### src/rotor_cipher_engine_macros.svh
// Assertion helpers used by the rotor cipher engine RTL.
`ifndef ROTOR_CIPHER_ENGINE_MACROS_SVH
`define ROTOR_CIPHER_ENGINE_MACROS_SVH

// Same-cycle implication, disabled during reset.
`define RCE_ASSERT_SAME(lbl, clk, rst_n, ante, cons, msg) \
  lbl: assert property (@(posedge clk) disable iff (!rst_n) (ante) |-> (cons)) \
    else $error(msg);

// Next-cycle implication, disabled during reset.
`define RCE_ASSERT_NEXT(lbl, clk, rst_n, ante, cons, msg) \
  lbl: assert property (@(posedge clk) disable iff (!rst_n) (ante) |=> (cons)) \
    else $error(msg);

`endif

### src/rce_pkg.sv
package rce_pkg;

  localparam int MAX_ROTORS   = 8;
  localparam int MAX_ALPHABET = 256;

  localparam int SYM_W    = 8;
  localparam int SIZE_W   = 9;
  localparam int ROT_W    = $clog2(MAX_ROTORS);
  localparam int NROT_W   = 4;
  localparam int SEL_W    = 3;
  localparam int CMD_W    = 2;
  localparam int STS_W    = 2;
  localparam int CFG_IDX_W = 1;
  localparam int CFG_DATA_W = 9;
  localparam int WIRE_AW  = ROT_W + SYM_W;

  localparam logic [SIZE_W-1:0] SIZE_MIN   = SIZE_W'(2);
  localparam logic [SIZE_W-1:0] SIZE_MAX   = SIZE_W'(MAX_ALPHABET);
  localparam logic [SIZE_W-1:0] SIZE_RESET = SIZE_W'(256);
  localparam logic [NROT_W-1:0] NROT_MAX   = NROT_W'(MAX_ROTORS);
  localparam logic [NROT_W-1:0] NROT_RESET = NROT_W'(3);

  typedef enum logic [CMD_W-1:0] {
    CMD_ENCRYPT = 2'd0,
    CMD_PLUG    = 2'd1,
    CMD_REFL    = 2'd2,
    CMD_ROTOR   = 2'd3
  } cmd_e;

  typedef enum logic [STS_W-1:0] {
    STS_OK     = 2'd0,
    STS_RANGE  = 2'd1,
    STS_NO_INV = 2'd2
  } status_e;

  typedef enum logic [CFG_IDX_W-1:0] {
    CFG_ALPHABET_SIZE = 1'b0,
    CFG_ROTORS_IN_USE = 1'b1
  } cfg_idx_e;

  typedef enum logic [3:0] {
    OP_NONE,
    OP_ACCEPT,
    OP_PLUG_RD,
    OP_PLUG_LD,
    OP_FWD_START,
    OP_FWD_RD,
    OP_FWD_LD,
    OP_REFL_RD,
    OP_REFL_LD,
    OP_BWD_START,
    OP_SRCH_INIT,
    OP_SRCH,
    OP_STEP_START,
    OP_STEP_WR,
    OP_RESULT
  } dp_op_e;

  typedef enum logic [4:0] {
    S_IDLE,
    S_PLUG_IN_RD,
    S_PLUG_IN_LD,
    S_FWD_START,
    S_FWD_WAIT,
    S_FWD_RD,
    S_FWD_LD,
    S_REFL_RD,
    S_REFL_LD,
    S_BWD_START,
    S_BWD_WAIT,
    S_SRCH_INIT,
    S_SRCH,
    S_PLUG_OUT_RD,
    S_PLUG_OUT_LD,
    S_STEP_START,
    S_STEP_WAIT,
    S_STEP_WR,
    S_RESULT
  } ctrl_state_e;

  typedef struct packed {
    dp_op_e  op;
    status_e res_status;
  } dp_cmd_t;

  typedef struct packed {
    logic val_oor;
    logic is_load;
    logic mod_busy;
    logic mod_done;
    logic rot_first;
    logic rot_last;
    logic hit;
    logic miss;
    logic carry;
  } dp_sts_t;

endpackage

### src/rce_ctrl.sv
`include "rotor_cipher_engine_macros.svh"

module rce_ctrl (
  input  logic              clk_i,
  input  logic              rst_ni,
  input  logic              in_valid_i,
  output logic              in_ready_o,
  output logic              out_valid_o,
  input  logic              out_ready_i,
  output rce_pkg::dp_cmd_t  dp_cmd_o,
  input  rce_pkg::dp_sts_t  dp_sts_i
);

  rce_pkg::ctrl_state_e state_q, state_d;
  rce_pkg::status_e     res_q, res_d;
  logic                 out_valid_q, out_valid_d;

  always_ff @(posedge clk_i or negedge rst_ni) begin
    if (!rst_ni) begin
      state_q     <= rce_pkg::S_IDLE;
      res_q       <= rce_pkg::STS_OK;
      out_valid_q <= 1'b0;
    end else begin
      state_q     <= state_d;
      res_q       <= res_d;
      out_valid_q <= out_valid_d;
    end
  end

  always_comb begin
    state_d     = state_q;
    res_d       = res_q;
    out_valid_d = out_valid_q && !out_ready_i;
    in_ready_o  = 1'b0;
    dp_cmd_o.op = rce_pkg::OP_NONE;
    dp_cmd_o.res_status = res_q;
    unique case (state_q)
      rce_pkg::S_IDLE: begin
        in_ready_o = 1'b1;
        if (in_valid_i) begin
          dp_cmd_o.op = rce_pkg::OP_ACCEPT;
          if (dp_sts_i.is_load) begin
            res_d   = rce_pkg::STS_OK;
            state_d = rce_pkg::S_RESULT;
          end else if (dp_sts_i.val_oor) begin
            res_d   = rce_pkg::STS_RANGE;
            state_d = rce_pkg::S_RESULT;
          end else begin
            state_d = rce_pkg::S_PLUG_IN_RD;
          end
        end
      end
      rce_pkg::S_PLUG_IN_RD: begin
        dp_cmd_o.op = rce_pkg::OP_PLUG_RD;
        state_d     = rce_pkg::S_PLUG_IN_LD;
      end
      rce_pkg::S_PLUG_IN_LD: begin
        dp_cmd_o.op = rce_pkg::OP_PLUG_LD;
        state_d     = rce_pkg::S_FWD_START;
      end
      rce_pkg::S_FWD_START: begin
        dp_cmd_o.op = rce_pkg::OP_FWD_START;
        state_d     = rce_pkg::S_FWD_WAIT;
      end
      rce_pkg::S_FWD_WAIT: begin
        if (dp_sts_i.mod_done) state_d = rce_pkg::S_FWD_RD;
      end
      rce_pkg::S_FWD_RD: begin
        dp_cmd_o.op = rce_pkg::OP_FWD_RD;
        state_d     = rce_pkg::S_FWD_LD;
      end
      rce_pkg::S_FWD_LD: begin
        dp_cmd_o.op = rce_pkg::OP_FWD_LD;
        state_d     = dp_sts_i.rot_last ? rce_pkg::S_REFL_RD : rce_pkg::S_FWD_START;
      end
      rce_pkg::S_REFL_RD: begin
        dp_cmd_o.op = rce_pkg::OP_REFL_RD;
        state_d     = rce_pkg::S_REFL_LD;
      end
      rce_pkg::S_REFL_LD: begin
        dp_cmd_o.op = rce_pkg::OP_REFL_LD;
        state_d     = rce_pkg::S_BWD_START;
      end
      rce_pkg::S_BWD_START: begin
        dp_cmd_o.op = rce_pkg::OP_BWD_START;
        state_d     = rce_pkg::S_BWD_WAIT;
      end
      rce_pkg::S_BWD_WAIT: begin
        if (dp_sts_i.mod_done) state_d = rce_pkg::S_SRCH_INIT;
      end
      rce_pkg::S_SRCH_INIT: begin
        dp_cmd_o.op = rce_pkg::OP_SRCH_INIT;
        state_d     = rce_pkg::S_SRCH;
      end
      rce_pkg::S_SRCH: begin
        dp_cmd_o.op = rce_pkg::OP_SRCH;
        if (dp_sts_i.hit) begin
          state_d = dp_sts_i.rot_first ? rce_pkg::S_PLUG_OUT_RD : rce_pkg::S_BWD_START;
        end else if (dp_sts_i.miss) begin
          res_d   = rce_pkg::STS_NO_INV;
          state_d = rce_pkg::S_RESULT;
        end
      end
      rce_pkg::S_PLUG_OUT_RD: begin
        dp_cmd_o.op = rce_pkg::OP_PLUG_RD;
        state_d     = rce_pkg::S_PLUG_OUT_LD;
      end
      rce_pkg::S_PLUG_OUT_LD: begin
        dp_cmd_o.op = rce_pkg::OP_PLUG_LD;
        state_d     = rce_pkg::S_STEP_START;
      end
      rce_pkg::S_STEP_START: begin
        dp_cmd_o.op = rce_pkg::OP_STEP_START;
        state_d     = rce_pkg::S_STEP_WAIT;
      end
      rce_pkg::S_STEP_WAIT: begin
        if (dp_sts_i.mod_done) state_d = rce_pkg::S_STEP_WR;
      end
      rce_pkg::S_STEP_WR: begin
        dp_cmd_o.op = rce_pkg::OP_STEP_WR;
        if (dp_sts_i.carry && !dp_sts_i.rot_last) begin
          state_d = rce_pkg::S_STEP_START;
        end else begin
          res_d   = rce_pkg::STS_OK;
          state_d = rce_pkg::S_RESULT;
        end
      end
      rce_pkg::S_RESULT: begin
        // output slot frees up when the pending beat is taken
        if (!out_valid_q || out_ready_i) begin
          dp_cmd_o.op = rce_pkg::OP_RESULT;
          out_valid_d = 1'b1;
          state_d     = rce_pkg::S_IDLE;
        end
      end
      default: state_d = rce_pkg::S_IDLE;
    endcase
  end

  assign out_valid_o = out_valid_q;

  `RCE_ASSERT_NEXT(a_accept_leaves_idle, clk_i, rst_ni, in_valid_i && in_ready_o, state_q != rce_pkg::S_IDLE, "accepted beat did not start work")
  `RCE_ASSERT_NEXT(a_result_loads_out, clk_i, rst_ni, dp_cmd_o.op == rce_pkg::OP_RESULT, out_valid_q, "result not presented")
  `RCE_ASSERT_SAME(a_idle_mod_quiet, clk_i, rst_ni, state_q == rce_pkg::S_IDLE, !dp_sts_i.mod_busy, "remainder unit busy while idle")

endmodule

### config.mk
export PLATFORM = sky130hd
export DESIGN_NAME = rce_ctrl
export DESIGN_NICKNAME = d
export VERILOG_FILES = /design/src/rce_pkg.sv /design/src/rce_ctrl.sv
export VERILOG_INCLUDE_DIRS = /design/src /design/src/src
export SDC_FILE = /design/constraint.sdc
export NUM_CORES = 1
export LEC_CHECK = 0
export ABC_AREA = 1
export BUFFER_PORTS_ARGS = -buffer_cell sky130_fd_sc_hd__buf_2
export CORE_MARGIN = 2
export CORE_UTILIZATION = 33
export DETAILED_ROUTE_END_ITERATION = 8
export PLACE_DENSITY = 0.55
export SYNTH_ARGS = -nofsm -noshare
export SYNTH_HDL_FRONTEND = slang
export SYNTH_SLANG_ARGS = --single-unit
### constraint.sdc
create_clock -name clk_i -period 4.4 [get_ports clk_i]
set_clock_uncertainty 0.05 [all_clocks]
set_input_delay 0.88 -clock clk_i [delete_from_list [all_inputs] [get_ports clk_i]]
set_output_delay 0.88 -clock clk_i [all_outputs]
set_load 0.05 [all_outputs]
After elaboration in Yosys (flattened, before gate mapping)
Index checks and enable logic that the tools add are counted.

word-level totals
  register bits after elaboration = 8
  bits of input ports = 13
  output and inout port bits = 8
  logic and storage cells = 69

operators by class
  equal/unequal tests = 28
  mux-type cells = 26
  reductions and logical operators = 12

operators with widths
  kind                                                  number
  case mux 5 bit (19 select lines)                      1
  case mux 4 bit (14 select lines)                      1
  2-to-1 mux 5 bit                                      10
  equality test 5 x 4 -> 1 bit (second input constant)  8
  equality test 5 x 3 -> 1 bit (second input constant)  4
  inequality test 2 bit (second input constant)         8
  equality test 5 bit (second input constant)           3
  2-to-1 mux 2 bit                                      6
  AND reduction 6 bit                                   2
  equality test 5 x 2 -> 1 bit (second input constant)  2
  2-to-1 mux 3 bit                                      2
  inequality test 3 bit (second input constant)         2
  case mux 2 bit (3 select lines)                       1
  equality test 5 x 1 -> 1 bit (second input constant)  1
  logical NOT 5 bit                                     1
  2-to-1 mux 1 bit                                      4
  2-to-1 mux 4 bit                                      1
  OR reduction 2 bit                                    2
  logical NOT 1 bit                                     3
  nonzero test 3 bit                                    1
  logical AND 1 bit                                     2
  logical OR 1 bit                                      1

Longest topological paths before layout
Gate-level depths: netlist of the first run.

  depth in word-level cells = 4
  gate-level depth with buffers = 11

Worst setup path after synthesis of the first run
No wires, ideal clock.

  path kind = reg2out
  start = register state_q[0]
  end = output port dp_cmd_o[2] in the netlist's numbering
  arrival = 1.867 ns
  data required time = 3.470 ns
  setup slack = 1.603 ns
  stages on the path, launching flop included = 7
  path buffers = 1
  cells stage by stage = dfrtp_1 buf_6 nor2_4 nand2_4 nor2_8 inv_2 o2111ai_1

RTL lines
  element                 RTL line        text
  from (decl)             rce_ctrl.sv:14  rce_pkg::ctrl_state_e state_q, state_d;
  from (signal assigned)  rce_ctrl.sv:20  state_q <= rce_pkg::S_IDLE;
  from (signal assigned)  rce_ctrl.sv:24  state_q <= state_d;
  to (decl)               rce_ctrl.sv:10  output rce_pkg::dp_cmd_t dp_cmd_o,

==> results of run 1 <==
## Yosys cell counts, drive strengths merged
cell      n
dfrtp     8
o22ai     1
nand2    51
nand3    17
nor3      2
inv      19
nor2     39
a21oi     2
o21ai     6
nand4     4
buf       2
o2111ai   1
## per-stage QoR
| step | util [%] | area (um^2) | setup WS (ns) | instances |
|---|---|---|---|---|
| 2_1_floorplan | - | 892 | 1.60 | 152 |
| 3_3_place_gp | 40.0 | 1010 | 1.81 | 199 |
| 3_5_place_dp | 40.0 | 1010 | 1.81 | 199 |
| 4_1_cts | 40.9 | 1030 | 1.70 | 202 |
| 5_1_grt | 40.9 | 1030 | 1.54 | 202 |
| 6_report | 40.9 | 1030 | 1.70 | 202 |
## logic make-up after synthesis
| logic type | after synthesis | share of synthesized area [%] |
|---|---|---|
| and+or+nand+nor | 113 | 61.3 |
| buffers and inverters | 21 | 10.1 |
| AOI/OAI and AO/OA | 10 | 6.17 |
| DFF | 8 | 22.4 |
## per-layer routing
layer	wire length, um	share of wire, %	track usage [%]	up-vias
met5	0	0	0	-
li1	-	-	-	524
met4	29	1.3	8.84	0
met3	121	5.4	2.09	4
met1	1080	48	22.9	432
met2	1000	45	22.7	38
## power by group through the flow
stage	logic (mW)	registers [mW]	clock network, mW
floorplan	0.479	0.160	0
global placement	0.605	0.151	0
detailed placement	0.604	0.151	0
CTS	0.605	0.150	0.0540
global route	0.666	0.158	0.0576
finish	0.603	0.151	0.0510
## registers in the layout, summed over array words and instances (netlist names)
signal,count
state_q,5
res_q,2
out_valid_o,1
## cell type report
| type | count | area [um^2] |
|---|---|---|
| clock buffers | 3 | 22.5 |
| fillers | 283 | 1490 |
| inverters | 19 | 73.8 |
| multi-input cells | 123 | 602 |
| flip-flops and latches | 8 | 200 |
| well taps | 30 | 37.5 |
| repair buffers | 19 | 95.1 |
## worst max-delay path by stage
stage | depth (start not counted) | startpoint | endpoint
global placement | 6 | out_ready_i | dp_cmd_o[3]
floorplan | 6 | state_q[0] | dp_cmd_o[2]
detailed placement | 6 | out_ready_i | dp_cmd_o[3]
global route | 8 | state_q[4] | dp_cmd_o[3]
CTS | 8 | state_q[4] | dp_cmd_o[3]
finish | 6 | state_q[3] | dp_cmd_o[2]
## critical path, delay by kind of cell (launching register included)
family	cells	cell delay, ns
AO/OA/AOI/OAI	1	0.07
buffers and inverters	1	0.29
flip-flops	1	0.47
AND/OR/NAND/NOR	4	0.71
==> reports/results.ini, run 1 <==
[timing]
max_slew.worst_pin.slew_ns = 0.347
fmax_ghz = 0.370
rsz0062_at_grt = no
post-route-period-util_pct = 61.4
hold_viol_final = 0
finalSetupViolations = 0
max-slew-margin-rel_pct = 76.9
hold_slack_ns = 0.411
fin_crit_ns = 2.70
finalMaxSlewViolations = 0
tns_ns = 0

[cells_and_area]
final_cell_mix = 44 x nand2_1, 30 x nor2_1, 19 x buf_2
area.growth.synth_to_final_pct = 15.6
drive_above_1_share_pct = 26.7
finalNetCount = 187
antenna_cells = 0
layout_commonest_cell = nand2_1

[power_and_ir_drop]
seq_power_share_pct = 18.8
power.switching_mw = 0.510
clkPwrFrac_pct = 6.3
irDropWorstVdd_mv = 0.425
power.share.switching_pct = 63.4
p_int_mw = 0.294
leakage_nw = 0.605
pwr-share-comb_pct = 74.9
finalPower_mw = 0.805
p_per_area_mw_per_mm2 = 780

[detailed_routing]
wl_um = 2230
routedWlPerCell_um = 11.1
ant_nets = 0
routed_via_density = 4.94
drtIter0Drc = 33
dr.pass1.iters = 4
drc = 0
vias = 998

[place]
place.gp.congestion = 0.906
portBuffers = 19
place_hpwl_um = 1920

[critical_path]
setup.worst_path.start_class = flop
critPathCaptureType = output pin
r2r_setup_slack_ns = 2.81
crit_slowest_cell = dfrtp_1
rr_endpoint = res_q[1]
worstPathMaxFanout = 8
path_cells = nor2_4 -> nand4_1 -> nand2_1 -> nor2_1 -> o2111ai_1 -> buf_2
cp.required_ns = 3.47
critPathKind = flop to output pin
cp_data_arrival_time_ns = 1.77
worstReg2RegStart = state_q[3]
slowest_delay_ns = 0.47
r2r_cells = 8

[run]
max_cap_viol_count = 0

[clock_tree]
cts_post_setup_buffers_inserted = 0
clock_sinks = 8
htree_levels = 1
cts_tree = done
root_buffer = clkbuf_4
insertion_delay_ns = 0.24
numCtsBuffers = 3
postCtsResizedCells = 0
clock_path_buffers = 2
cts.clk_slew.worst_paths_ns = 0.05
ctsHoldBuffers = 0

[floorplan]
core_area_mm2 = 0.00252
die_h_um = 56.0
die_x_um = 56.0
rows = 18
die-area_mm2 = 0.00314
start_util_pct = 35.4
num_io_pins = 21

[yosys]
yosysTopAreaCell = dfrtp_1
netlist_area_um2 = 892
postSynthCellCount = 152
yosys.area.top_type_share_pct = 22.4
ys_seq_elements = 8
avgSynthCellArea_um2 = 5.87
netlist_top_cells_area = dfrtp_1 22%, nand2_1 19%, nor2_1 13%
syn_nets = 165
ys_seq_area_share_pct = 22.4
ys_types = 21
yosysWarnings = 0

[worst_hold_path]
hold_path_class = input pin to async pin

[global_routing]
overflow = 0
grt_pass1_vias = 957
grt_max_degree = 10
antenna_found_initial = 0
grt_pass1_wl_um = 4050
grt_use_total_pct = 15.9

[status]
status = complete, no violations

Note: power is estimated with default switching activity, not from simulation.
==> inputs of run 2 (changes only) <==
==> constraint.sdc (replaced) <==
create_clock -name clk_i -period 2.5 [get_ports clk_i]
set_clock_uncertainty 0.05 [all_clocks]
set_input_delay 0.5 -clock clk_i [delete_from_list [all_inputs] [get_ports clk_i]]
set_output_delay 0.5 -clock clk_i [all_outputs]
set_load 0.05 [all_outputs]
==> run 2 against run 1 <==
Via count up 0.50%. Global-route usage is 0.67 points lower. Combinational power is 76% higher. Largest power group unchanged. Critical endpoint unchanged. Flip-flop and latch count did not move. First-iteration DRC count rose by 6.1%. Cell count unchanged. Die area unchanged. Highest routed layer unchanged. Worst hold slack worse by 0.37 ns. Setup slack lost 1.5 ns. Critical path type unchanged. Sequential share of layout area rose by 0.098 points. Sequential power grew 78%. Clock power grew 76%.
==> reports/results.ini, run 2 (synthesized netlist as in run 1, its figures left out) <==
[status]
status = complete, no violations

[clock_tree]
clock_path_buffers = 2  ; unchanged
root_buffer = clkbuf_4
insertion_delay_ns = 0.24  ; about the same
clock_sinks = 8  ; unchanged
htree_levels = 1  ; unchanged
cts.clk_slew.worst_paths_ns = 0.05  ; about the same
numCtsBuffers = 3  ; unchanged
ctsHoldBuffers = 0  ; unchanged
cts_tree = done

[detailed_routing]
drtIter0Drc = 35  ; +6.1%
highest_layer = met4
vias = 1003  ; +0.50%
wl_met1_um = 1120  ; +3.6%
dr.pass1.iters = 4  ; unchanged
routed_via_density = 4.97  ; +0.50%
wl_um = 2280  ; +2.2%
routedWlPerCell_um = 11.3  ; +2.2%
route.met2.wl_um = 1020  ; +1.6%
wl_met3_um = 117  ; -3.3%
ant_nets = 0  ; unchanged
drc = 0  ; unchanged

[critical_path]
critPathBufInv = 1  ; unchanged
cp_data_arrival_time_ns = 1.76  ; about the same
crit_family = simple AND/OR/NAND/NOR gates
r2r_setup_slack_ns = 0.92  ; -1.89 ns
cp.required_ns = 1.95  ; -1.52 ns
slowest_delay_ns = 0.47  ; about the same
crit_slowest_cell = dfrtp_1
path_cells = nor2_4 -> nand4_1 -> nand2_1 -> nor2_1 -> o2111ai_1 -> buf_2
critPathCaptureType = output pin
critPathKind = flop to output pin
worstPathMaxFanout = 8  ; unchanged
path_depth = 6  ; unchanged
r2r_cells = 8  ; unchanged
setup.worst_path.start_class = flop

[floorplan]
die_x_um = 56.0  ; unchanged
rows = 18  ; unchanged
start_util_pct = 35.4  ; unchanged
num_io_pins = 21  ; unchanged
die-area_mm2 = 0.00314  ; unchanged
core_area_mm2 = 0.00252  ; unchanged
die_h_um = 56.0  ; unchanged

[power_and_ir_drop]
irDropWorstVdd_mv = 0.646  ; +52%
leakage_nw = 0.604  ; -0.22%
p_per_area_mw_per_mm2 = 1370  ; +76%

[worst_hold_path]
hold_path_class = input pin to async pin

[cells_and_area]
drive_above_1_share_pct = 27.3  ; +0.58 points
final_cell_mix = 44 x nand2_1, 30 x nor2_1, 19 x buf_2
seqCellArea_um2 = 201  ; +0.62%
layout_commonest_cell = nand2_1
regMostFlops = state_q
finalNetCount = 187  ; unchanged
antenna_cells = 0  ; unchanged
final_cells = 202  ; unchanged
largest_register_ffs = 5  ; unchanged
area.growth.synth_to_final_pct = 15.7
n_fill_cell = 293  ; +3.5%
multi_input_area_um2 = 602  ; unchanged

[place]
portBuffers = 19  ; unchanged
place_hpwl_um = 1920  ; -0.26%
dpl.cell_count = 199  ; unchanged
place.gp.congestion = 0.869  ; -4.1%

[timing]
rsz0062_at_grt = no
finalMaxSlewViolations = 0  ; unchanged
hold_viol_final = 0  ; unchanged
max-slew-margin-rel_pct = 76.5  ; -0.36 points
fmax_ghz = 0.434
fin_crit_ns = 2.31
tns_ns = 0  ; unchanged
post-route-period-util_pct = 92.2
max_slew.worst_pin.slew_ns = 0.352  ; +0.00545 ns
finalSetupViolations = 0  ; unchanged

[global_routing]
overflow = 0  ; unchanged
grt_use_total_pct = 15.3  ; -0.67 points
grt_pass1_vias = 900  ; -6.0%
grt_max_degree = 10  ; unchanged
grt_pass1_wl_um = 3910  ; -3.6%
antenna_found_initial = 0  ; unchanged

[run]
max_cap_viol_count = 0  ; unchanged

[run 2: cell count changes in the layout (fill, tap and decap cells not counted)]
cell / before / now
dfrtp_1: 8 / 7
dfrtp_2: 0 / 1
[run 2: what timing repair did]
item	in CTS	in global routing
resized for setup	0	1
buffers inserted	0	0
endpoints found under the setup margin	0	1
[run 2: path summary, 6_finish.rpt]
check,start,end
setup reg to reg,state_q[3],res_q[0]
hold reg to reg,res_q[1],res_q[1]
min in group clk_i,res_q[1],res_q[1]
setup / recovery,state_q[3],dp_cmd_o[2]
hold / removal,rst_ni,res_q[1]
max in group asynchronous,rst_ni,state_q[4]
[run 2: through the flow]
step	cell area [um^2]	hold WS [ns]	power, mW	utilization (%)	setup WS (ns)
3_5_place_dp	1010	0.295	1.33	40.0	0.443
3_3_place_gp	1010	0.294	1.33	40.0	0.428
4_1_cts	1030	0.0308	1.43	40.9	0.172
5_1_grt	1030	0.0316	1.55	40.9	0.0581
6_report	1030	0.0378	1.42	40.9	0.195
2_1_floorplan	892	0.154	1.12	-	0.0834
[run 2: layout make-up]
cell class                      instances  share of cell area (%)
Tap cell                               30                    3.64
Multi-Input combinational cell        123                    58.3
Sequential cell                         8                    19.5
Inverter                               19                    7.15
Timing Repair Buffer                   19                    9.21
Clock buffer                            3                    2.18
[run 2: report_power, final]
part | switching (mW) | leakage (nW) | internal [mW]
Sequential | 0.0876 | 0.103 | 0.182
Clock | 0.0354 | 0.0138 | 0.0543
Combinational | 0.775 | 0.487 | 0.283
Total | 0.898 | 0.604 | 0.519
[run 2: layer usage]
metal | vias to the layer above | track usage (%)
met4 | 0 | 5.78
met3 | 4 | 1.63
li1 | 522 | -
met2 | 36 | 22.4
met5 | - | 0
met1 | 441 | 22.8
==> inputs of run 3 (changes only) <==
--- a/config.mk
+++ b/config.mk
@@ -11,6 +11,7 @@
 export CORE_MARGIN = 2
 export CORE_UTILIZATION = 33
 export DETAILED_ROUTE_END_ITERATION = 8
+export GPL_TIMING_DRIVEN = 0
 export PLACE_DENSITY = 0.55
 export SYNTH_ARGS = -nofsm -noshare
 export SYNTH_HDL_FRONTEND = slang
==> run 3 against run 2 <==
Worst hold slack better by 0.0028 ns. Critical path depth increased by 1. Clock power barely moved. Flip-flop and latch count is the same. Register-to-register slack improved by 0.02 ns. Combinational power grew 6%. Largest cell class unchanged. Highest routed layer unchanged.
==> reports/results.ini, run 3 (synthesized netlist as in run 1, its figures left out) <==
[place]
post_dp_cell_area_mm2 = 0.00102  ; +1.6%
place_hpwl_um = 1910  ; -0.52%
place.gp.congestion = 0.900  ; +3.6%
portBuffers = 19  ; unchanged
dpl.cell_count = 201  ; +1.0%

[clock_tree]
insertion_delay_ns = 0.24  ; about the same
cts_tree = done
htree_levels = 1  ; unchanged
root_buffer = clkbuf_4
postCtsResizedCells = 0  ; unchanged
clock_sinks = 8  ; unchanged
ctsHoldBuffers = 0  ; unchanged
cts_post_setup_buffers_inserted = 0  ; unchanged
cts.clk_slew.worst_paths_ns = 0.05  ; about the same
numCtsBuffers = 3  ; unchanged
clock_path_buffers = 2  ; unchanged

[cells_and_area]
finalNetCount = 189  ; +1.1%
drive_above_1_share_pct = 27.6  ; +0.26 points
area.growth.synth_to_final_pct = 17.7
final_cells = 204  ; +0.99%
regMostFlops = state_q
layout_commonest_cell = nand2_1
final_cell_mix = 44 x nand2_1, 30 x nor2_1, 19 x buf_2
final_cell_area_mm2 = 0.00105  ; +1.7%
antenna_cells = 0  ; unchanged
largest_register_ffs = 5  ; unchanged

[detailed_routing]
drc = 0  ; unchanged
routedWlPerCell_um = 11.3  ; -0.33%
drtIter0Drc = 36  ; +2.9%
vias = 1008  ; +0.50%
wl_um = 2300  ; +0.66%
dr.pass1.iters = 4  ; unchanged
routed_via_density = 4.94  ; -0.49%
ant_nets = 0  ; unchanged

[status]
status = complete, no violations

[critical_path]
worstPathMaxFanout = 9  ; +1
setup.worst_path.start_class = flop
path_depth = 7  ; +1
crit_family = buffers and inverters
cp_data_arrival_time_ns = 1.77  ; about the same
path_cells = buf_2 -> inv_2 -> nand3_1 -> o21ai_0 -> nor2_1 -> o2111ai_1 -> buf_2
critPathCaptureType = output pin
rr_endpoint = state_q[3]
slowest_delay_ns = 0.35  ; -0.12 ns
r2r_setup_slack_ns = 0.94  ; +0.02 ns
cp.required_ns = 1.95  ; about the same
r2r_cells = 9  ; +1
critPathBufInv = 3  ; +2
critPathKind = flop to output pin
crit_path_frequent_cell = buf_2
worstReg2RegStart = state_q[3]
crit_slowest_cell = dfrtp_1

[global_routing]
grt_pass1_wl_um = 3850  ; -1.4%
grt_use_total_pct = 15.2  ; -0.096 points
overflow = 0  ; unchanged
grt_pass1_vias = 899  ; -0.11%
grt_max_degree = 10  ; unchanged
antenna_found_initial = 0  ; unchanged

[power_and_ir_drop]
power.share.switching_pct = 62.4  ; -0.94 points
p_int_mw = 0.544  ; +4.7%
seq_power_share_pct = 16.1  ; -2.9 points
irDropWorstVdd_mv = 0.885  ; +37%
pwr-share-comb_pct = 77.7  ; +3.0 points
finalPower_mw = 1.45  ; +2.1%
clkPwrFrac_pct = 6.2  ; about the same
leakage_nw = 0.616  ; +2.0%
p_per_area_mw_per_mm2 = 1380  ; +0.35%
power.switching_mw = 0.903  ; +0.53%

[timing]
max_slew.worst_pin.slew_ns = 0.311  ; -0.0412 ns
fin_crit_ns = 2.32  ; +0.0170 ns
finalSetupViolations = 0  ; unchanged
finalMaxSlewViolations = 0  ; unchanged
fmax_ghz = 0.431  ; -0.73%
max-slew-margin-rel_pct = 79.3  ; +2.7 points
hold_slack_ns = 0.0406  ; +0.00276 ns
rsz0062_at_grt = no
hold_viol_final = 0  ; unchanged
tns_ns = 0  ; unchanged
post-route-period-util_pct = 92.9  ; +0.68 points

[floorplan]
num_io_pins = 21  ; unchanged
core_area_mm2 = 0.00252  ; unchanged
rows = 18  ; unchanged
start_util_pct = 35.4  ; unchanged
die_h_um = 56.0  ; unchanged
die-area_mm2 = 0.00314  ; unchanged
die_x_um = 56.0  ; unchanged

[worst_hold_path]
hold_path_class = input pin to async pin

[run]
max_cap_viol_count = 0  ; unchanged

run 3: through the flow:
stage | utilization (%) | setup WS (ns)
floorplan | - | 0.0834
global placement | 40.6 | 0.417
detailed placement | 40.6 | 0.417
CTS | 41.5 | 0.146
global route | 41.6 | 0.00636
finish | 41.6 | 0.178
run 3: routing by layer:
layer / track usage (%) / vias to the layer above / part of all wire, %
met3: 0.930 / 2 / 6.7
met1: 21.9 / 440 / 48
li1: - / 528 / -
met4: 6.46 / 0 / 0.44
met5: 0 / - / 0
met2: 23.2 / 38 / 45
run 3: power groups by stage:
stage	registers (mW)	clock network, mW	logic [mW]
after floorplan	0.282	0	0.843
after global placement	0.235	0	1.12
after detailed placement	0.235	0	1.12
after CTS	0.233	0.0939	1.12
after global routing	0.240	0.104	1.24
final	0.233	0.0895	1.12
run 3: worst reg2reg max path: cells and delay by family, from the launching register on:
family,cells,cell delay (ns)
and+or+nand+nor,7,0.86
buffers and inverters,2,0.13
DFF,1,0.47
run 3: worst max-delay path by stage:
stage / start / endpoint / slack, ns
after global routing: state_q[4] / dp_cmd_o[4] / 0.006
after global placement: state_q[4] / dp_cmd_o[3] / 0.42
final: state_q[4] / dp_cmd_o[2] / 0.18
after detailed placement: state_q[4] / dp_cmd_o[3] / 0.42
after floorplan: state_q[0] / dp_cmd_o[2] / 0.08
after CTS: state_q[4] / dp_cmd_o[3] / 0.15
run 3: area by class of cell:
cell class	count	area [um^2]
inverter	19	73.8
multi-input combinational	123	602
buffer	2	16.3
tap	30	37.5
sequential	8	200
timing repair buffer	19	97.6
fill	288	1470
clock buffer	3	22.5
